==> src/hw/rtl/i2cm_pkg.sv <==
// Shared types, codes and plan table for the I2C master register access block.
package i2cm_pkg;

    localparam int PHASE_BITS = 16;
    localparam int POLL_BITS  = 8;
    localparam int CFG_IDX_BITS = 1;

    // Configuration register indexes
    localparam logic [CFG_IDX_BITS-1:0] CFG_PHASE_TICKS = 1'd0;
    localparam logic [CFG_IDX_BITS-1:0] CFG_ACK_POLLS   = 1'd1;

    localparam logic [PHASE_BITS-1:0] PHASE_TICKS_RST = 16'd2;
    localparam logic [POLL_BITS-1:0]  ACK_POLLS_RST   = 8'd250;

    // Command modes
    localparam logic [2:0] MODE_START     = 3'd0;
    localparam logic [2:0] MODE_STOP      = 3'd1;
    localparam logic [2:0] MODE_WRITE     = 3'd2;
    localparam logic [2:0] MODE_READ      = 3'd3;
    localparam logic [2:0] MODE_REG_WRITE = 3'd4;
    localparam logic [2:0] MODE_REG_READ  = 3'd5;

    // Sequencer states
    localparam logic [3:0] ST_IDLE  = 4'd0;
    localparam logic [3:0] ST_S_PRE = 4'd1;
    localparam logic [3:0] ST_S_H1  = 4'd2;
    localparam logic [3:0] ST_S_H2  = 4'd3;
    localparam logic [3:0] ST_S_L1  = 4'd4;
    localparam logic [3:0] ST_S_L2  = 4'd5;
    localparam logic [3:0] ST_P_L   = 4'd6;
    localparam logic [3:0] ST_P_H1  = 4'd7;
    localparam logic [3:0] ST_P_H2  = 4'd8;
    localparam logic [3:0] ST_P_R1  = 4'd9;
    localparam logic [3:0] ST_P_R2  = 4'd10;
    localparam logic [3:0] ST_T_LO  = 4'd11;
    localparam logic [3:0] ST_T_HI  = 4'd12;
    localparam logic [3:0] ST_POLL  = 4'd13;
    localparam logic [3:0] ST_R_LO  = 4'd14;
    localparam logic [3:0] ST_R_HI  = 4'd15;

    // Bus segment kinds
    localparam logic [2:0] SEG_NONE  = 3'd0;
    localparam logic [2:0] SEG_START = 3'd1;
    localparam logic [2:0] SEG_STOP  = 3'd2;
    localparam logic [2:0] SEG_TX    = 3'd3;
    localparam logic [2:0] SEG_RX    = 3'd4;

    localparam logic [7:0] RW_READ_BIT = 8'h01;
    localparam logic [7:0] RW_WRITE_MASK = 8'hFE;

    typedef struct packed {
        logic       command_valid;
        logic [2:0] mode;
        logic [7:0] tx_byte;
        logic       send_ack;
        logic [7:0] device_address;
        logic [7:0] register_address;
        logic       sda_sampled;
    } t_item;

    typedef struct packed {
        logic       scl_level;
        logic       sda_release;
        logic       busy_res;
        logic       done_res;
        logic [7:0] rx_byte;
        logic       ack_error;
    } t_result;

    typedef struct packed {
        logic [2:0] kind;
        logic [7:0] data;
    } t_plan;

    // One entry of a command's segment plan
    function automatic t_plan plan_entry(input logic [2:0] mode, input logic [2:0] idx,
                                         input logic [7:0] dev, input logic [7:0] reg_addr,
                                         input logic [7:0] data);
        t_plan p;
        p.kind = SEG_NONE;
        p.data = 8'd0;
        case (mode)
            MODE_START: if (idx == 3'd0) p.kind = SEG_START;
            MODE_STOP:  if (idx == 3'd0) p.kind = SEG_STOP;
            MODE_WRITE: begin
                p.data = data;
                if (idx == 3'd0) p.kind = SEG_TX;
            end
            MODE_READ:  if (idx == 3'd0) p.kind = SEG_RX;
            MODE_REG_WRITE: begin
                case (idx)
                    3'd0: p.kind = SEG_START;
                    3'd1: begin p.kind = SEG_TX; p.data = dev & RW_WRITE_MASK; end
                    3'd2: begin p.kind = SEG_TX; p.data = reg_addr; end
                    3'd3: begin p.kind = SEG_TX; p.data = data; end
                    3'd4: p.kind = SEG_STOP;
                    default: p.kind = SEG_NONE;
                endcase
            end
            MODE_REG_READ: begin
                case (idx)
                    3'd0: p.kind = SEG_START;
                    3'd1: begin p.kind = SEG_TX; p.data = dev & RW_WRITE_MASK; end
                    3'd2: begin p.kind = SEG_TX; p.data = reg_addr; end
                    3'd3: p.kind = SEG_START;
                    3'd4: begin p.kind = SEG_TX; p.data = dev | RW_READ_BIT; end
                    3'd5: p.kind = SEG_RX;
                    3'd6: p.kind = SEG_STOP;
                    default: p.kind = SEG_NONE;
                endcase
            end
            default: p.kind = SEG_NONE;
        endcase
        return p;
    endfunction

    function automatic logic [3:0] seg_first_state(input logic [2:0] kind);
        logic [3:0] s;
        case (kind)
            SEG_START: s = ST_S_PRE;
            SEG_STOP:  s = ST_P_L;
            SEG_TX:    s = ST_T_LO;
            default:   s = ST_R_LO;
        endcase
        return s;
    endfunction

endpackage

==> src/hw/rtl/i2cm_engine.sv <==
// Bit sequencer: one tick of bus timing per step, state held in registers.
module i2cm_engine (
    input  logic                            i_clk,
    input  logic                            i_rst_n,
    input  logic                            i_step,
    input  i2cm_pkg::t_item                 i_item,
    input  logic [i2cm_pkg::PHASE_BITS-1:0] i_phase_ticks,
    input  logic [i2cm_pkg::POLL_BITS-1:0]  i_ack_polls,
    output i2cm_pkg::t_result               o_res
);

    logic [3:0]                      r_state, n_state;
    logic [i2cm_pkg::PHASE_BITS-1:0] r_phase, n_phase;
    logic [3:0]                      r_bit, n_bit;
    logic [7:0]                      r_shift, n_shift;
    logic [2:0]                      r_step, n_step;
    logic [i2cm_pkg::POLL_BITS-1:0]  r_wait, n_wait;
    logic                            r_err, n_err;
    logic [7:0]                      r_rx, n_rx;
    logic [2:0]                      r_mode, n_mode;
    logic [7:0]                      r_dev, n_dev;
    logic [7:0]                      r_reg, n_reg;
    logic [7:0]                      r_data, n_data;
    logic                            r_ack, n_ack;
    logic                            r_stop_ins, n_stop_ins;
    logic                            r_line_scl, n_line_scl;
    logic                            r_line_sda, n_line_sda;

    logic [i2cm_pkg::PHASE_BITS-1:0] w_plen;
    logic [i2cm_pkg::POLL_BITS-1:0]  w_limit;

    assign w_plen  = (i_phase_ticks == '0) ? {{(i2cm_pkg::PHASE_BITS-1){1'b0}}, 1'b1}
                                           : i_phase_ticks;
    assign w_limit = (i_ack_polls == '0) ? {{(i2cm_pkg::POLL_BITS-1){1'b0}}, 1'b1}
                                         : i_ack_polls;

    always_comb begin
        i2cm_pkg::t_plan acc_plan;
        i2cm_pkg::t_plan nxt_plan;
        logic            scl;
        logic            sda;
        logic            busy;
        logic            done;
        logic            seg_end;
        logic            was_stop;
        logic            fin;
        logic            after_stop;
        logic [2:0]      idx;
        logic [7:0]      rx_shift;

        n_state = r_state;   n_phase = r_phase;   n_bit = r_bit;
        n_shift = r_shift;   n_step = r_step;     n_wait = r_wait;
        n_err = r_err;       n_rx = r_rx;         n_mode = r_mode;
        n_dev = r_dev;       n_reg = r_reg;       n_data = r_data;
        n_ack = r_ack;       n_stop_ins = r_stop_ins;
        n_line_scl = r_line_scl;
        n_line_sda = r_line_sda;
        acc_plan = '0;
        nxt_plan = '0;
        scl = r_line_scl;
        sda = r_line_sda;
        busy = 1'b0;
        done = 1'b0;
        seg_end = 1'b0;
        was_stop = 1'b0;
        fin = 1'b0;
        after_stop = 1'b0;
        idx = 3'd0;
        rx_shift = 8'd0;

        // New command, taken only when idle and for a known mode
        if (r_state == i2cm_pkg::ST_IDLE && i_item.command_valid &&
            i_item.mode <= i2cm_pkg::MODE_REG_READ) begin
            n_mode = i_item.mode;
            n_data = i_item.tx_byte;
            n_ack  = i_item.send_ack;
            n_dev  = i_item.device_address;
            n_reg  = i_item.register_address;
            n_stop_ins = 1'b0;
            n_err  = 1'b0;
            acc_plan = i2cm_pkg::plan_entry(i_item.mode, 3'd0, i_item.device_address,
                                            i_item.register_address, i_item.tx_byte);
            n_step  = 3'd0;
            n_phase = '0;
            n_bit   = 4'd0;
            n_state = i2cm_pkg::seg_first_state(acc_plan.kind);
            if (acc_plan.kind == i2cm_pkg::SEG_TX) begin
                n_shift = acc_plan.data;
            end else if (acc_plan.kind == i2cm_pkg::SEG_RX) begin
                n_shift = 8'd0;
            end
        end

        if (n_state != i2cm_pkg::ST_IDLE) begin
            busy = 1'b1;
            case (n_state)
                i2cm_pkg::ST_S_PRE: begin scl = 1'b0; sda = 1'b1; end
                i2cm_pkg::ST_S_H1, i2cm_pkg::ST_S_H2: begin scl = 1'b1; sda = 1'b1; end
                i2cm_pkg::ST_S_L1, i2cm_pkg::ST_S_L2: begin scl = 1'b1; sda = 1'b0; end
                i2cm_pkg::ST_P_L: begin scl = 1'b0; sda = 1'b0; end
                i2cm_pkg::ST_P_H1, i2cm_pkg::ST_P_H2: begin scl = 1'b1; sda = 1'b0; end
                i2cm_pkg::ST_P_R1, i2cm_pkg::ST_P_R2: begin scl = 1'b1; sda = 1'b1; end
                i2cm_pkg::ST_T_LO, i2cm_pkg::ST_T_HI: begin
                    scl = (n_state == i2cm_pkg::ST_T_HI);
                    sda = (n_bit < 4'd8) ? n_shift[7] : 1'b1;
                end
                i2cm_pkg::ST_R_LO, i2cm_pkg::ST_R_HI: begin
                    scl = (n_state == i2cm_pkg::ST_R_HI);
                    // answer slot: ACK only for a plain read that asked for it
                    sda = (n_bit < 4'd8) ? 1'b1
                        : !(n_mode == i2cm_pkg::MODE_READ && n_ack);
                end
                default: begin scl = 1'b1; sda = 1'b1; end
            endcase
            n_line_scl = scl;
            n_line_sda = sda;

            if (n_state == i2cm_pkg::ST_POLL) begin
                if (!i_item.sda_sampled) begin
                    seg_end = 1'b1;
                end else begin
                    n_wait = n_wait + 1'b1;
                    if (n_wait >= w_limit) begin
                        n_err = 1'b1;
                        n_stop_ins = 1'b1;
                        n_phase = '0;
                        n_bit = 4'd0;
                        n_state = i2cm_pkg::ST_P_L;
                    end
                end
            end else if ({1'b0, n_phase} + 1'b1 < {1'b0, w_plen}) begin
                n_phase = n_phase + 1'b1;
            end else begin
                n_phase = '0;
                case (n_state)
                    i2cm_pkg::ST_S_PRE: n_state = i2cm_pkg::ST_S_H1;
                    i2cm_pkg::ST_S_H1:  n_state = i2cm_pkg::ST_S_H2;
                    i2cm_pkg::ST_S_H2:  n_state = i2cm_pkg::ST_S_L1;
                    i2cm_pkg::ST_S_L1:  n_state = i2cm_pkg::ST_S_L2;
                    i2cm_pkg::ST_S_L2:  seg_end = 1'b1;
                    i2cm_pkg::ST_P_L:   n_state = i2cm_pkg::ST_P_H1;
                    i2cm_pkg::ST_P_H1:  n_state = i2cm_pkg::ST_P_H2;
                    i2cm_pkg::ST_P_H2:  n_state = i2cm_pkg::ST_P_R1;
                    i2cm_pkg::ST_P_R1:  n_state = i2cm_pkg::ST_P_R2;
                    i2cm_pkg::ST_P_R2: begin
                        seg_end = 1'b1;
                        was_stop = 1'b1;
                    end
                    i2cm_pkg::ST_T_LO:  n_state = i2cm_pkg::ST_T_HI;
                    i2cm_pkg::ST_T_HI: begin
                        if (n_bit < 4'd8) begin
                            n_shift = {n_shift[6:0], 1'b0};
                            n_bit = n_bit + 1'b1;
                            n_state = i2cm_pkg::ST_T_LO;
                        end else begin
                            n_wait = '0;
                            n_state = i2cm_pkg::ST_POLL;
                        end
                    end
                    i2cm_pkg::ST_R_LO:  n_state = i2cm_pkg::ST_R_HI;
                    i2cm_pkg::ST_R_HI: begin
                        if (n_bit < 4'd8) begin
                            rx_shift = {n_shift[6:0], i_item.sda_sampled};
                            n_shift = rx_shift;
                            if (n_bit == 4'd7) begin
                                n_rx = rx_shift;
                            end
                            n_bit = n_bit + 1'b1;
                            n_state = i2cm_pkg::ST_R_LO;
                        end else begin
                            seg_end = 1'b1;
                        end
                    end
                    default: n_state = i2cm_pkg::ST_IDLE;
                endcase
            end
        end

        if (seg_end) begin
            idx = n_step + 1'b1;
            after_stop = was_stop;
            if (was_stop && n_stop_ins) begin
                // stop forced by an ACK timeout: only a register write goes on
                n_stop_ins = 1'b0;
                fin = (n_mode != i2cm_pkg::MODE_REG_WRITE);
            end
            if (!fin) begin
                nxt_plan = i2cm_pkg::plan_entry(n_mode, idx, n_dev, n_reg, n_data);
                if (nxt_plan.kind == i2cm_pkg::SEG_NONE) begin
                    fin = 1'b1;
                end else begin
                    n_step  = idx;
                    n_phase = '0;
                    n_bit   = 4'd0;
                    n_state = i2cm_pkg::seg_first_state(nxt_plan.kind);
                    if (nxt_plan.kind == i2cm_pkg::SEG_TX) begin
                        n_shift = nxt_plan.data;
                    end else if (nxt_plan.kind == i2cm_pkg::SEG_RX) begin
                        n_shift = 8'd0;
                    end
                end
            end
            if (fin) begin
                n_state = i2cm_pkg::ST_IDLE;
                done = 1'b1;
                if (after_stop) begin
                    n_line_scl = 1'b1;
                    n_line_sda = 1'b1;
                end else begin
                    n_line_scl = 1'b0;
                end
            end
        end

        o_res.scl_level   = scl;
        o_res.sda_release = sda;
        o_res.busy_res    = busy;
        o_res.done_res    = done;
        o_res.rx_byte     = n_rx;
        o_res.ack_error   = n_err;
    end

    always_ff @(posedge i_clk) begin
        if (!i_rst_n) begin
            r_state    <= i2cm_pkg::ST_IDLE;
            r_phase    <= '0;
            r_bit      <= 4'd0;
            r_shift    <= 8'd0;
            r_step     <= 3'd0;
            r_wait     <= '0;
            r_err      <= 1'b0;
            r_rx       <= 8'd0;
            r_mode     <= 3'd0;
            r_dev      <= 8'd0;
            r_reg      <= 8'd0;
            r_data     <= 8'd0;
            r_ack      <= 1'b0;
            r_stop_ins <= 1'b0;
            r_line_scl <= 1'b1;
            r_line_sda <= 1'b1;
        end else if (i_step) begin
            r_state    <= n_state;
            r_phase    <= n_phase;
            r_bit      <= n_bit;
            r_shift    <= n_shift;
            r_step     <= n_step;
            r_wait     <= n_wait;
            r_err      <= n_err;
            r_rx       <= n_rx;
            r_mode     <= n_mode;
            r_dev      <= n_dev;
            r_reg      <= n_reg;
            r_data     <= n_data;
            r_ack      <= n_ack;
            r_stop_ins <= n_stop_ins;
            r_line_scl <= n_line_scl;
            r_line_sda <= n_line_sda;
        end
    end

`ifndef NO_ASSERTIONS
    a_done_busy: assert property (@(posedge i_clk) disable iff (!i_rst_n)
        i_step && o_res.done_res |-> o_res.busy_res)
        else $error("done without busy");

    a_done_idle: assert property (@(posedge i_clk) disable iff (!i_rst_n)
        i_step && o_res.done_res |=> r_state == i2cm_pkg::ST_IDLE)
        else $error("sequencer not idle after done");

    a_idle_phase: assert property (@(posedge i_clk) disable iff (!i_rst_n)
        r_state == i2cm_pkg::ST_IDLE |-> r_phase == '0)
        else $error("phase counter running while idle");

    a_bit_range: assert property (@(posedge i_clk) disable iff (!i_rst_n)
        r_bit <= 4'd8)
        else $error("bit counter out of range");

    a_forced_stop: assert property (@(posedge i_clk) disable iff (!i_rst_n)
        r_stop_ins |-> (r_state == i2cm_pkg::ST_P_L || r_state == i2cm_pkg::ST_P_H1 ||
                        r_state == i2cm_pkg::ST_P_H2 || r_state == i2cm_pkg::ST_P_R1 ||
                        r_state == i2cm_pkg::ST_P_R2))
        else $error("forced stop flag outside a stop segment");
`endif

endmodule

==> src/hw/rtl/i2c_master_register_access.sv <==
// I2C master register access: one tick word in, one bus-level word out every unstalled clock.
// Each input word is one tick of the bus time base; the block returns exactly one output
// word per input word, with SCL, SDA drive, busy, done, last received byte and ACK error.
// A word is taken every clock cycle unless the output stalls. Each accepted word passes
// from the input register through the combinational sequencer step into the output
// register. While the output is stalled the input register holds its word and the input
// side stops accepting.
// Configuration writes are expected while no command runs and no word is in flight.
module i2c_master_register_access (
    input  logic                              i_clk,
    input  logic                              i_rst_n,
    input  logic                              i_cfg_we,
    input  logic [i2cm_pkg::CFG_IDX_BITS-1:0] i_cfg_index,
    input  logic [15:0]                       i_cfg_wdata,
    input  logic                              s_axis_tvalid,
    output logic                              s_axis_tready,
    // [7:0] tx_byte, [8] send_ack, [16:9] device_address, [24:17] register_address,
    // [25] sda_sampled, [31:26] zero
    input  logic [31:0]                       s_axis_tdata,
    // [0] command_valid, [3:1] mode
    input  logic [3:0]                        s_axis_tuser,
    output logic                              m_axis_tvalid,
    input  logic                              m_axis_tready,
    // [0] scl_level, [1] sda_release, [2] busy_res, [3] done_res, [11:4] rx_byte,
    // [12] ack_error, [15:13] zero
    output logic [15:0]                       m_axis_tdata
);

    logic [i2cm_pkg::PHASE_BITS-1:0] r_phase_ticks;
    logic [i2cm_pkg::POLL_BITS-1:0]  r_ack_polls;
    logic                            r_in_valid;
    i2cm_pkg::t_item                 r_in;
    logic                            r_out_valid;
    i2cm_pkg::t_result               r_out;
    i2cm_pkg::t_result               w_res;
    logic                            w_adv;

    always_ff @(posedge i_clk) begin
        if (!i_rst_n) begin
            r_phase_ticks <= i2cm_pkg::PHASE_TICKS_RST;
            r_ack_polls   <= i2cm_pkg::ACK_POLLS_RST;
        end else if (i_cfg_we) begin
            case (i_cfg_index)
                i2cm_pkg::CFG_PHASE_TICKS: r_phase_ticks <= i_cfg_wdata;
                i2cm_pkg::CFG_ACK_POLLS:   r_ack_polls <= i_cfg_wdata[i2cm_pkg::POLL_BITS-1:0];
                default: ;
            endcase
        end
    end

    assign w_adv = r_in_valid && (!r_out_valid || m_axis_tready);
    assign s_axis_tready = !r_in_valid || w_adv;

    always_ff @(posedge i_clk) begin
        if (!i_rst_n) begin
            r_in_valid <= 1'b0;
        end else if (s_axis_tready) begin
            r_in_valid <= s_axis_tvalid;
        end
    end

    always_ff @(posedge i_clk) begin
        if (s_axis_tvalid && s_axis_tready) begin
            r_in.command_valid    <= s_axis_tuser[0];
            r_in.mode             <= s_axis_tuser[3:1];
            r_in.tx_byte          <= s_axis_tdata[7:0];
            r_in.send_ack         <= s_axis_tdata[8];
            r_in.device_address   <= s_axis_tdata[16:9];
            r_in.register_address <= s_axis_tdata[24:17];
            r_in.sda_sampled      <= s_axis_tdata[25];
        end
    end

    i2cm_engine u_engine (
        .i_clk        (i_clk),
        .i_rst_n      (i_rst_n),
        .i_step       (w_adv),
        .i_item       (r_in),
        .i_phase_ticks(r_phase_ticks),
        .i_ack_polls  (r_ack_polls),
        .o_res        (w_res)
    );

    always_ff @(posedge i_clk) begin
        if (!i_rst_n) begin
            r_out_valid <= 1'b0;
        end else if (w_adv) begin
            r_out_valid <= 1'b1;
        end else if (m_axis_tready) begin
            r_out_valid <= 1'b0;
        end
    end

    always_ff @(posedge i_clk) begin
        if (w_adv) begin
            r_out <= w_res;
        end
    end

    assign m_axis_tvalid = r_out_valid;
    assign m_axis_tdata  = {3'b000, r_out.ack_error, r_out.rx_byte, r_out.done_res,
                            r_out.busy_res, r_out.sda_release, r_out.scl_level};

endmodule
==> config.mk <==
export PLATFORM = sky130hd
export DESIGN_NAME = i2c_master_register_access
export DESIGN_NICKNAME = d
export VERILOG_FILES = /design/src/hw/rtl/i2cm_pkg.sv /design/src/hw/rtl/i2cm_engine.sv /design/src/hw/rtl/i2c_master_register_access.sv
export SDC_FILE = /design/constraint.sdc
export NUM_CORES = 1
export LEC_CHECK = 0
export BUFFER_PORTS_ARGS = -buffer_cell sky130_fd_sc_hd__buf_4
export CAP_MARGIN = 20
export CORE_MARGIN = 4
export CORE_UTILIZATION = 60
export DETAILED_ROUTE_END_ITERATION = 7
export GPL_TIMING_DRIVEN = 0
export PLACE_DENSITY = 0.84
export RECOVER_POWER = 100
export SLEW_MARGIN = 20
export SYNTH_ARGS = -nofsm -noshare
export SYNTH_HDL_FRONTEND = slang
export SYNTH_SLANG_ARGS = --single-unit
==> constraint.sdc <==
create_clock -name i_clk -period 5.95 [get_ports i_clk]
set_input_delay 0.595 -clock i_clk [delete_from_list [all_inputs] [get_ports i_clk]]
set_output_delay 0.595 -clock i_clk [all_outputs]
set_load 0.01 [all_outputs]
* Word-level counts from Yosys, hierarchy flattened
Cells that the tools add are included.
Cells by class: add/subtract/negate cells 5, order comparisons 4, equal/unequal tests 44, multiplexer cells 129, bitwise operators 1, reduce and logical (&&, ||, !) cells 35
Operator list (number):
- $mux 8 | 29
- $mux 16 | 10
- $mux 4 | 22
- $pmux 8 s3 | 3
- $pmux 4 s13 | 1
- $mux 1 | 42
- $eq 4x4->1 const B | 8
- $eq 3x2->1 const B | 10
- $mux 3 | 10
- $eq 3x3->1 const B | 9
- $pmux 3 s4 | 2
- $pmux 4 s3 | 2
- $eq 4x3->1 const B | 5
- $pmux 3 s6 | 1
- $add 16x1->17 const B | 1
- $lt 17x16->1 | 1
- $add 16x1->16 const B | 1
- $logic_not 16->1 | 1
- $pmux 8 s2 | 1
- $eq 3x1->1 const B | 5
- $logic_not 3->1 | 4
- $reduce_or 2->1 | 6
- $reduce_or 3->1 | 3
- $add 8x1->8 const B | 1
- other kinds (25) | 40
Storage, ports and cells: bits in registers 152, bits of input ports 58, output and inout bits 18, word-level logic and storage cells 252

* Logic depth before layout (Yosys ltp)
Gate-level depths: netlist (run 1).
word-level depth 23, mapped depth 22, gate-level depth less buffers 18

* Modules after synthesis
From an unflattened synthesis (run 1), not the netlist that was laid out.
Unflattened totals: cell total of the unflattened synthesis 1013, area, all modules 8752.1 um^2
By module, submodules not included:
- i2cm_engine | instances 1, cells an instance 850, area an instance 6357.3 um^2, seq. area each 1641.6 um^2
- i2c_master_register_access | instances 1, cells an instance 163, area an instance 2394.8 um^2, seq. area each 1811.7 um^2

* Worst setup path before layout (run 1)
No wires, ideal clock.
path kind reg-to-reg, start reg u_engine.r_state[0], end reg u_engine.r_phase[15] (netlist name), library setup time 0.059 ns, arrival time 4.660 ns, required time 5.891 ns, path slack 1.232 ns, cell stages (with the launch flop) 19, path buffers 6, period minus slack after synthesis 4.718 ns, path through dfxtp_1 -> buf_6 -> or4_4 -> buf_6 -> nor2_1 -> clkbuf_1 -> buf_1 -> clkbuf_1 -> nor2_1 -> ha_1 -> nand4_1 -> nor3_1 -> a2bb2oi_1 -> a31o_2 -> a21o_1 -> o211a_4 -> o31ai_4 -> buf_6 -> a22o_1
Between the ends: cells in the longest elaborated chain, start to end 15, elaborated cells on any way between the ends 71, those cells by class add/sub (3); order compare (2); eq/ne (16); mux (38); reduce/logical (12)
RTL lines:
- from (decl) | RTL line i2cm_engine.sv:12 | logic [3:0] r_state, n_state;
- from (signal assigned) | RTL line i2cm_engine.sv:225 | r_state <= i2cm_pkg::ST_IDLE;
- from (signal assigned) | RTL line i2cm_engine.sv:242 | r_state <= n_state;
- branches (longest 14 deep; another with $add 16x1->17)
- $mux 16 * | RTL line i2cm_engine.sv:179 | if (seg_end) begin
- to (signal assigned) | RTL line i2cm_engine.sv:243 | r_phase <= n_phase;
- to (decl) | RTL line i2cm_engine.sv:13 | logic [i2cm_pkg::PHASE_BITS-1:0] r_phase, n_phase;
Every way passes the cells marked *. The select of a mux whose other input is x is not followed. A chain may end at the register's enable or synchronous reset.

* Worst setup path after layout (run 1)
start reg u_engine.r_state[0], end reg u_engine.r_phase[10] (netlist name)
The elaborated chain is that of the path after synthesis.

==> results of run 1 <==
==> cell families after synthesis <==
family,Yosys count,synth area share (%)
multiplexers,18,2.19
AO/OA/AOI/OAI,306,24.6
AND/OR/NAND/NOR,366,20.5
buffers and inverters,95,4.84
XOR/XNOR,21,2.20
adder cells (fa/ha/maj),31,4.64
flip-flops,150,41.0
other,1,0.0449
==> critical path, cell delays in order (launching register included) <==
cell,delay (ps)
dfxtp_1,300
clkbuf_1,180
nor4_2,510
buf_2,320
nand2_2,230
clkbuf_2,280
and2_0,200
ha_1,270
nand3_1,120
nor2_1,100
xnor2_1,190
nor2_1,110
ha_1,350
nand4_1,150
nor3_1,320
nand3b_1,180
a31o_2,280
o211ai_2,390
o211a_1,470
o31ai_4,160
buf_6,170
a22o_1,230
==> stage by stage <==
step                util, %  hold slack (ps)
floorplan                 -              424
global placement       67.4              437
detailed placement     67.4              448
CTS                    71.7              331
global route           71.2              349
finish                 71.2              352
==> report_power, final <==
part | switching, uW | total [uW] | internal [uW]
registers | 23.6 | 1110 | 1090
clock network | 470 | 1060 | 591
logic | 181 | 279 | 98.7
total | 674 | 2450 | 1780
==> cells in the mapped netlist, types with 12 or more instances <==
cell type and n:
edfxtp_1 42, inv_1 36, and3_1 15, o211ai_1 15, nand3_1 32, nand2_1 170
a21oi_1 99, dfxtp_1 108, a22o_1 15, xor2_1 12, mux2i_1 16, a31oi_1 17
nor2_1 65, clkbuf_1 41, a211oi_1 12, and2_1 12, o21ai_0 55, ha_1 31
==> final cells by class <==
type	instances	area share (%)
buffer	58	2.74
clock buffer	19	4.52
clock inverter	13	1.44
inverter	37	1.45
multi-input combinational	745	47.5
sequential	150	35.7
tap	176	2.30
timing repair buffer	64	4.39
==> how the worst max path moves through the flow <==
stage                                startpoint                           endpoint  depth (start not counted)
3_3_place_gp                 r_in[28]$_DFFE_PP_   u_engine.r_state[2]$_SDFFE_PN0P_                         21
5_1_grt                      r_in[28]$_DFFE_PP_   u_engine.r_phase[8]$_SDFFE_PN0P_                         21
2_1_floorplan  u_engine.r_state[0]$_SDFFE_PN0P_  u_engine.r_phase[15]$_SDFFE_PN0P_                         18
4_1_cts                      r_in[28]$_DFFE_PP_      u_engine.r_rx[6]$_SDFFE_PN0P_                         21
6_report       u_engine.r_state[0]$_SDFFE_PN0P_  u_engine.r_phase[10]$_SDFFE_PN0P_                         21
3_5_place_dp                 r_in[28]$_DFFE_PP_   u_engine.r_state[2]$_SDFFE_PN0P_                         21
==> layer usage <==
| layer | vias to the layer above | track usage, % | wire length (um) |
|---|---|---|---|
| li1 | 3769 | - | - |
| met1 | 3699 | 41.0 | 9920 |
| met2 | 474 | 44.3 | 10300 |
| met3 | 72 | 6.01 | 2200 |
| met4 | 0 | 10.8 | 757 |
| met5 | - | 0 | 0 |
==> what timing repair did <==
action / 4_1_cts / 5_1_grt
cloned: 0 / 0
pin swaps: 0 / 1
buffers inserted: 0 / 0
resized for setup: 2 / 10
endpoints found under the setup margin: 3 / 54
hold endpoints to repair: 0 / 0
==> impl_metrics.toml, run 1 <==
[worst_hold_path]
hold_end = "r_in[19]$_DFFE_PP_"
hold_class = "input pin to flip-flop"
worstHoldPathCells = 1
min_from = "s_axis_tdata[1]"

[yosys]
ys_ff_latch = 150
yosys.area.top_type = "dfxtp_1"
async_flop_share_pct = 0
synth_edf_count = 42
syn_area_um2 = 8360
synth.distinct_cells = 80
synth_area_per_cell_um2 = 8.46
synth_top_area_share_pct = 25.9
syn_inst = 988
ys_seq_area_share_pct = 41.0
synthFlopType = "dfxtp_1"
yosys-top-cells-area = "dfxtp_1, edfxtp_1, nand2_1"
synth_warnings = 0

[final_layout]
antenna_cells = 0
fin_cells = 1262
largest_reg_flops = 29
fin_area_um2 = 9580
fin_nets = 1162
multi_input_area_um2 = 4550
areaGrowthSynthToFinish_pct = 14.7
seq_area_um2 = 3420
drive_gt1_share_pct = 10.7
top_regs = "r_in (29), r_phase_ticks (16), u_engine.r_phase (16)"
layout_commonest_cell = "nand2_1"
fill_cells = 1079
largest-register = "r_in"
layout_common_cells = "nand2_1, dfxtp_1, a21oi_1"

[run_status]
status = "finished, violations left"
violations = "capacitance limit, slew limit"

[sta]
finalWorstSetupSlack_ps = 299
hold_viol = 0
tightest_slew_ps = 1810
setup_viol = 0
slew_headroom_pct = -20.9
fmax_ghz = 0.177
slew_viol_final = 30
setup-tns-final_ps = 0
fin_crit_ps = 5650
fin_skew_ps = 9.82
rsz0062_at_grt = "false"
min_period_over_period_pct = 95.0

[worst_setup_path]
r2r_cells = 21
rr_endpoint = "u_engine.r_phase[10]$_SDFFE_PN0P_"
critPathMaxFanout = 10
crit_type = "flip-flop to flip-flop"
r2r-start = "u_engine.r_state[0]$_SDFFE_PN0P_"
r2r_setup_slack_ps = 300
start_kind = "flip-flop"
cp.required_ps = 6270
setup.worst_path.end_class = "flip-flop"
arrival_ps = 5970

[place]
placed_area_um2 = 9070
io_buffers = 64
dp.cells = 1230
place_ws_ps = 122
place_congestion = 1.01
hpwl_um = 16600

[clock_tree]
clockBufferDepth = 2
ctsHtreeMaxLevel = 4
cts.sinks = 150
ctsHoldBuffers = 0
cts.clk_slew.worst_paths_ps = 70
clock_latency_ps = 430
numCtsBuffers = 17
cts_tree = "built"
root_buffer = "clkbuf_16"

[power]
vdd_drop_max_mv = 0.221
cellLeakagePower_uw = 0.00362
p_total_uw = 2450
powerDensity_nw_per_um2 = 256

[global_route]
grt.overflow.total = 0
grtUsageTotal_pct = 29.1
grt_pass1_vias = 7400
antenna_found_initial = 0
grt_pass1_wl_um = 37600
grt_max_degree = 30

[route]
wl_per_cell_um = 18.3
viasPerCell = 6.35
vias = 8014
drtAntennaViolNets = 0
wirelength_um = 23200
drtIter0Drc = 903
drt_first_pass_iters = 6
drc_errors = 0

[flow_run]
cap_violations = 1

[die]
initial_core_util_pct = 62.1
core_um2 = 13500
num_rows = 42
die_h_um = 126
die_x_um = 126
dieArea_um2 = 15900
boundaryPins = 76
No activity file was read; power rests on OpenSTA's default activity.
==> run 2, diff against run 1 <==
Settings changed: ABC_AREA from default to 1.
==> run 2 against run 1 <==
Against the previous run:
- the flow now finishes without violations
- wire length decreased by 2.7%
- first-iteration DRC count increased by 14%
- clock power about the same
- sequential share of layout area decreased by 0.47 points
- utilization decreased by 1.3 points
- sequential cell count unchanged
- largest cell class unchanged
- largest power group unchanged
- highest routed layer unchanged
==> impl_metrics.toml, run 2 <==
[yosys]
yosys-top-cells-area = "dfxtp_1, edfxtp_1, nand2_1"
ys_seq_area_share_pct = 40.1
synthAdderAreaFrac_pct = 4.55
synth_compound_area_share_pct = 17.2
syn_area_um2 = 8530
synth.distinct_cells = 48
synth_warnings = 0
synthFlopType = "dfxtp_1"
synthMuxAreaShare_pct = 0.704
synthXorXnorAreaFrac_pct = 1.64
synth-simple-area-share_pct = 25.5
yosysMostFrequentCell = "nand2_1"
async_flop_share_pct = 0
synth_top_family_by_area = "simple AND/OR/NAND/NOR gates"
synth_top_area_share_pct = 25.3
ys_ff_latch = 150
syn_inst = 1196
synthTopCellsByCount = "nand2_1, inv_1, a21oi_1"
synth_edf_count = 42
synth_area_per_cell_um2 = 7.13
yosys.area.top_type = "dfxtp_1"

[die]
initial_core_util_pct = 61.5
core_um2 = 13900
die_h_um = 127
boundaryPins = 76
dieArea_um2 = 16200
die_x_um = 127
num_rows = 43

[final_layout]
layout_commonest_cell = "nand2_1"
fin_area_um2 = 9710
multi_input_area_um2 = 4180
areaGrowthSynthToFinish_pct = 13.8
seq_area_um2 = 3420
largest-register = "r_in"
largest_reg_flops = 29
fin_nets = 1371
fill_cells = 1189
layout_common_cells = "nand2_1, inv_1, a21oi_1"
post-route-util_pct = 70.0
drive_gt1_share_pct = 9.27
top_regs = "r_in (29), r_phase_ticks (16), u_engine.r_phase (16)"
antenna_cells = 0

[power]
vdd_drop_max_mv = 0.198
clock_power_share_pct = 41.4
powerDensity_nw_per_um2 = 269
switching_share_pct = 27.7
p_int_uw = 1890
cellLeakagePower_uw = 0.00422
p_sw_uw = 725
seq_power_share_pct = 43.3
combPwrFrac_pct = 15.3

[worst_setup_path]
start_kind = "flip-flop"
critPathMaxFanout = 10
arrival_ps = 5340
cp.required_ps = 6260
crit_type = "flip-flop to flip-flop"
setup.worst_path.end_class = "flip-flop"

[clock_tree]
cts_tree = "built"
numCtsBuffers = 17
cts.clk_slew.worst_paths_ps = 60
root_buffer = "clkbuf_16"
clock_latency_ps = 430
cts_resized = 0
clockBufferDepth = 2
ctsHtreeMaxLevel = 4
cts.sinks = 150
ctsHoldBuffers = 0
postCtsSetupBuffers = 0

[global_route]
grt_max_degree = 30
grt_pass1_wl_um = 36500
grt_pass1_vias = 7636
grt.overflow.total = 0
grtUsageTotal_pct = 28.1
antenna_found_initial = 0

[sta]
fin_skew_ps = 8.88
tightest_slew_ps = 1160
slew_headroom_pct = 22.4
whs_ps = 360
setup-tns-final_ps = 0
slew_viol_final = 0
finalWorstSetupSlack_ps = 920
fmax_ghz = 0.199
min_period_over_period_pct = 84.5
fin_crit_ps = 5030
hold_viol = 0
setup_viol = 0
rsz0062_at_grt = "false"

[route]
drt_first_pass_iters = 7
drc_errors = 0
viasPerCell = 5.64
wl_per_cell_um = 15.3
vias = 8323
drtIter0Drc = 1025
drtAntennaViolNets = 0
wirelength_um = 22500

[place]
place_congestion = 1.05
place_ws_ps = 1510
io_buffers = 65
placed_area_um2 = 9250
hpwl_um = 16600

[flow_run]
cap_violations = 0

[run_status]
status = "finished, final reports clean"

[worst_hold_path]
hold_class = "input pin to flip-flop"
## run 2: cell types whose count changed in the layout (fill, tap and decap cells not counted), moves of 17 or more
cell,delta
nand3_1,+25
nand2_1,+120
inv_1,+127
o22ai_1,+20
a21oi_1,+17
nor2_1,+41
o21ai_0,+48
## run 2: cell type report
type	instances	area share (%)
Sequential cell	150	35.2
Inverter	170	6.60
Timing Repair Buffer	65	4.41
Multi-Input combinational cell	829	43.1
Clock inverter	12	1.57
Tap cell	180	2.32
Clock buffer	20	4.50
Buffer	49	2.29
## run 2: final timing paths
| check | start | end | slack, ps | depth (start not counted) |
|---|---|---|---|---|
| worst max-delay path | r_in[27]$_DFFE_PP_ | u_engine.r_wait[5]$_SDFFE_PN0P_ | 920 | 26 |
| worst min-delay path | s_axis_tdata[12] | r_in[12]$_DFFE_PP_ | 360 | 1 |
| worst max register to register | r_in[27]$_DFFE_PP_ | u_engine.r_wait[5]$_SDFFE_PN0P_ | 920 | 26 |
| worst min register to register | u_engine.r_dev[5]$_SDFFE_PN0P_ | u_engine.r_dev[5]$_SDFFE_PN0P_ | 450 | 2 |
## run 2: worst max-delay path, cell delays in order, from the launching register on
cell and delay, ps:
edfxtp_1 510, nand2_1 120, nand2_2 50, nor2_1 760
buf_6 260, clkbuf_1 480, nor2_1 110, nand2_1 100
o21ai_0 120, ha_1 320, nand2_1 70, o21bai_1 150
a21oi_1 130, nor2_1 50, nand2_1 90, nand2_1 70
nand2_1 60, nand2_1 50, nand2_1 100, nand2_1 120
nand2_4 140, nand2_1 130, o21bai_2 270, nand2_1 200
buf_2 230, o21ai_0 170, a21oi_1 60
## run 2: metrics by stage
stage / power (uW) / std cells
3_3_place_gp: 1540 / 1443
5_1_grt: 2720 / 1475
3_5_place_dp: 1550 / 1443
6_report: 2610 / 1475
2_1_floorplan: 1420 / 1198
4_1_cts: 2620 / 1475
## run 2: cell families after synthesis
| logic type | after synthesis |
|---|---|
| AO/OA/AOI/OAI | 269 |
| buffers and inverters | 219 |
| multiplexers | 6 |
| adder cells (fa/ha/maj) | 31 |
| flip-flops | 150 |
| AND/OR/NAND/NOR | 504 |
| XOR/XNOR | 16 |
| other | 1 |
## run 2: power by group through the flow
stage | Sequential, uW | Clock [uW] | Combinational, uW
finish | 1130 | 1080 | 400
CTS | 1130 | 1080 | 405
floorplan | 1150 | 0 | 273
detailed placement | 1150 | 0 | 402
global placement | 1150 | 0 | 393
global route | 1140 | 1140 | 445
## run 2: per-layer routing
metal | track usage, % | up-vias | part of all wire, %
met4 | 11.4 | 0 | 3.3
met5 | 0 | - | 0
met3 | 6.90 | 70 | 9.9
met1 | 37.4 | 3761 | 41
li1 | - | 4071 | -
met2 | 44.3 | 421 | 46
==> run 3, diff against run 2 <==
Clock period 5.95 ns to 4.67 ns, I/O delays scaled along.
==> run 3 against run 2 <==
Against the previous run:
- non-clock buffer count up 4
- critical path depth increased by 2
- sequential share of layout area down 0.47 points
- die area stayed put
- cell area rose by 1.4%
- global-route usage is the same
- power rose by 28%
- critical endpoint is now u_engine.r_shift[5]$_SDFFE_PN0P_
- largest power group unchanged
==> impl_metrics.toml, run 3 (synthesis gave the netlist of run 2 again) <==
[worst_hold_path]
worstHoldPathCells = 1
hold_end = "r_in[12]$_DFFE_PP_"
min_from = "s_axis_tdata[12]"
hold_class = "input pin to flip-flop"

[sta]
fin_skew_ps = 9.04
fmax_ghz = 0.230
slew_viol_final = 0
min_period_over_period_pct = 92.9
finalWorstSetupSlack_ps = 331
tightest_slew_ps = 1150
slew_headroom_pct = 23.0
hold_viol = 0
setup_viol = 0
whs_ps = 228
setup-tns-final_ps = 0
rsz0062_at_grt = "true"
fin_crit_ps = 4340

[clock_tree]
ctsHoldBuffers = 0
cts.sinks = 150
clock_latency_ps = 430
clockBufferDepth = 2
cts_tree = "built"
numCtsBuffers = 17
root_buffer = "clkbuf_16"
cts.clk_slew.worst_paths_ps = 60
ctsHtreeMaxLevel = 4

[place]
io_buffers = 65
placed_area_um2 = 9250
place_ws_ps = 225
hpwl_um = 16600
place_congestion = 1.05

[final_layout]
fin_nets = 1375
layout_common_cells = "nand2_1, inv_1, a21oi_1"
antenna_cells = 0
top_regs = "r_in (29), r_phase_ticks (16), u_engine.r_phase (16)"
post-route-util_pct = 70.9
largest_reg_flops = 29
largest-register = "r_in"
fill_cells = 1160
drive_gt1_share_pct = 11.2
fin_area_um2 = 9840
areaGrowthSynthToFinish_pct = 15.4
layout_commonest_cell = "nand2_1"

[worst_setup_path]
rr_endpoint = "u_engine.r_shift[5]$_SDFFE_PN0P_"
r2r-start = "r_in[28]$_DFFE_PP_"
cpPeakStageDelay_ps = 460
r2r_cells = 28
crit_type = "flip-flop to flip-flop"
cpMostUsedCell = "nand2_1"
setup.worst_path.end_class = "flip-flop"
slowest_stage = "edfxtp_1"
start_kind = "flip-flop"
arrival_ps = 4720
cp.required_ps = 5050
critPathMaxFanout = 10
r2r_setup_slack_ps = 330

[route]
wl_per_cell_um = 15.4
vias = 8411
wirelength_um = 22800
drc_errors = 0
drtAntennaViolNets = 0
drt_first_pass_iters = 5
drtIter0Drc = 912
viasPerCell = 5.69

[die]
core_um2 = 13900
die_h_um = 127
dieArea_um2 = 16200
boundaryPins = 76
die_x_um = 127
initial_core_util_pct = 61.5
num_rows = 43

[global_route]
grt_pass1_wl_um = 36500
grt.overflow.total = 0
grt_pass1_vias = 7636
antenna_found_initial = 0
grt_max_degree = 30
grtUsageTotal_pct = 28.1

[power]
powerDensity_nw_per_um2 = 340
vdd_drop_max_mv = 0.257
cellLeakagePower_uw = 0.00428

[run_status]
status = "finished, final reports clean"

[flow_run]
cap_violations = 0
[run 3: changes by cell type in the layout (fill, tap and decap cells not counted), moves of 3 or more]
| cell | previous run | this run |
|---|---|---|
| clkbuf_1 | 54 | 47 |
| nand2_1 | 289 | 283 |
| nand2_2 | 9 | 15 |
| buf_4 | 23 | 28 |
| nor2_1 | 104 | 99 |
| nor2_2 | 7 | 10 |
| o21ai_0 | 103 | 100 |
[run 3: what timing repair did]
action,CTS,global route
resized for setup,0,10
buffers inserted,0,4
endpoints found under the setup margin,0,56
[run 3: worst max-delay path by stage]
| stage | cells past startpoint | start | to |
|---|---|---|---|
| 6_report | 28 | r_in[28]$_DFFE_PP_ | u_engine.r_shift[5]$_SDFFE_PN0P_ |
| 5_1_grt | 27 | r_in[28]$_DFFE_PP_ | u_engine.r_shift[6]$_SDFFE_PN0P_ |
| 4_1_cts | 27 | r_in[27]$_DFFE_PP_ | u_engine.r_wait[5]$_SDFFE_PN0P_ |
| 3_5_place_dp | 27 | r_in[27]$_DFFE_PP_ | u_engine.r_wait[4]$_SDFFE_PN0P_ |
| 3_3_place_gp | 27 | r_in[27]$_DFFE_PP_ | u_engine.r_wait[5]$_SDFFE_PN0P_ |
| 2_1_floorplan | 28 | r_in[27]$_DFFE_PP_ | u_engine.r_shift[7]$_SDFFE_PN0P_ |
[run 3: stage by stage]
| stage | total power (uW) | cells |
|---|---|---|
| after floorplan | 1810 | 1198 |
| after global placement | 1960 | 1443 |
| after detailed placement | 1980 | 1443 |
| after CTS | 3340 | 1475 |
| after global routing | 3480 | 1479 |
| final | 3350 | 1479 |
[run 3: cell type report]
class	count	area [um2]	area share, %
clock buffers	20	437	4.44
repair buffers	69	462	4.69
inverters	170	641	6.51
well taps	180	225	2.29
plain buffers	49	241	2.45
multi-input cells	829	4260	43.3
clock inverters	12	153	1.55
flip-flops and latches	150	3420	34.8
[run 3: where the power goes]
part	switching [uW]	internal (uW)
sequential	31.6	1410
clock	545	838
combinational	358	167
total	935	2410
[run 3: routing by layer]
layer  routed length (um)  vias up  GRT usage, %
met1                 9350     3825          37.4
met3                 2180       80          6.90
met2                10400      410          44.3
met5                    0        -             0
li1                     -     4096             -
met4                  833        0          11.4
[run 3: critical path: cells and delay by family (launching register included)]
family / cells / cell delay (ps)
buffers and inverters: 5 / 570
adder cells (fa/ha/maj): 2 / 510
flip-flops: 1 / 460
AO/OA/AOI/OAI: 2 / 280
XOR/XNOR: 1 / 210
AND/OR/NAND/NOR: 18 / 2250
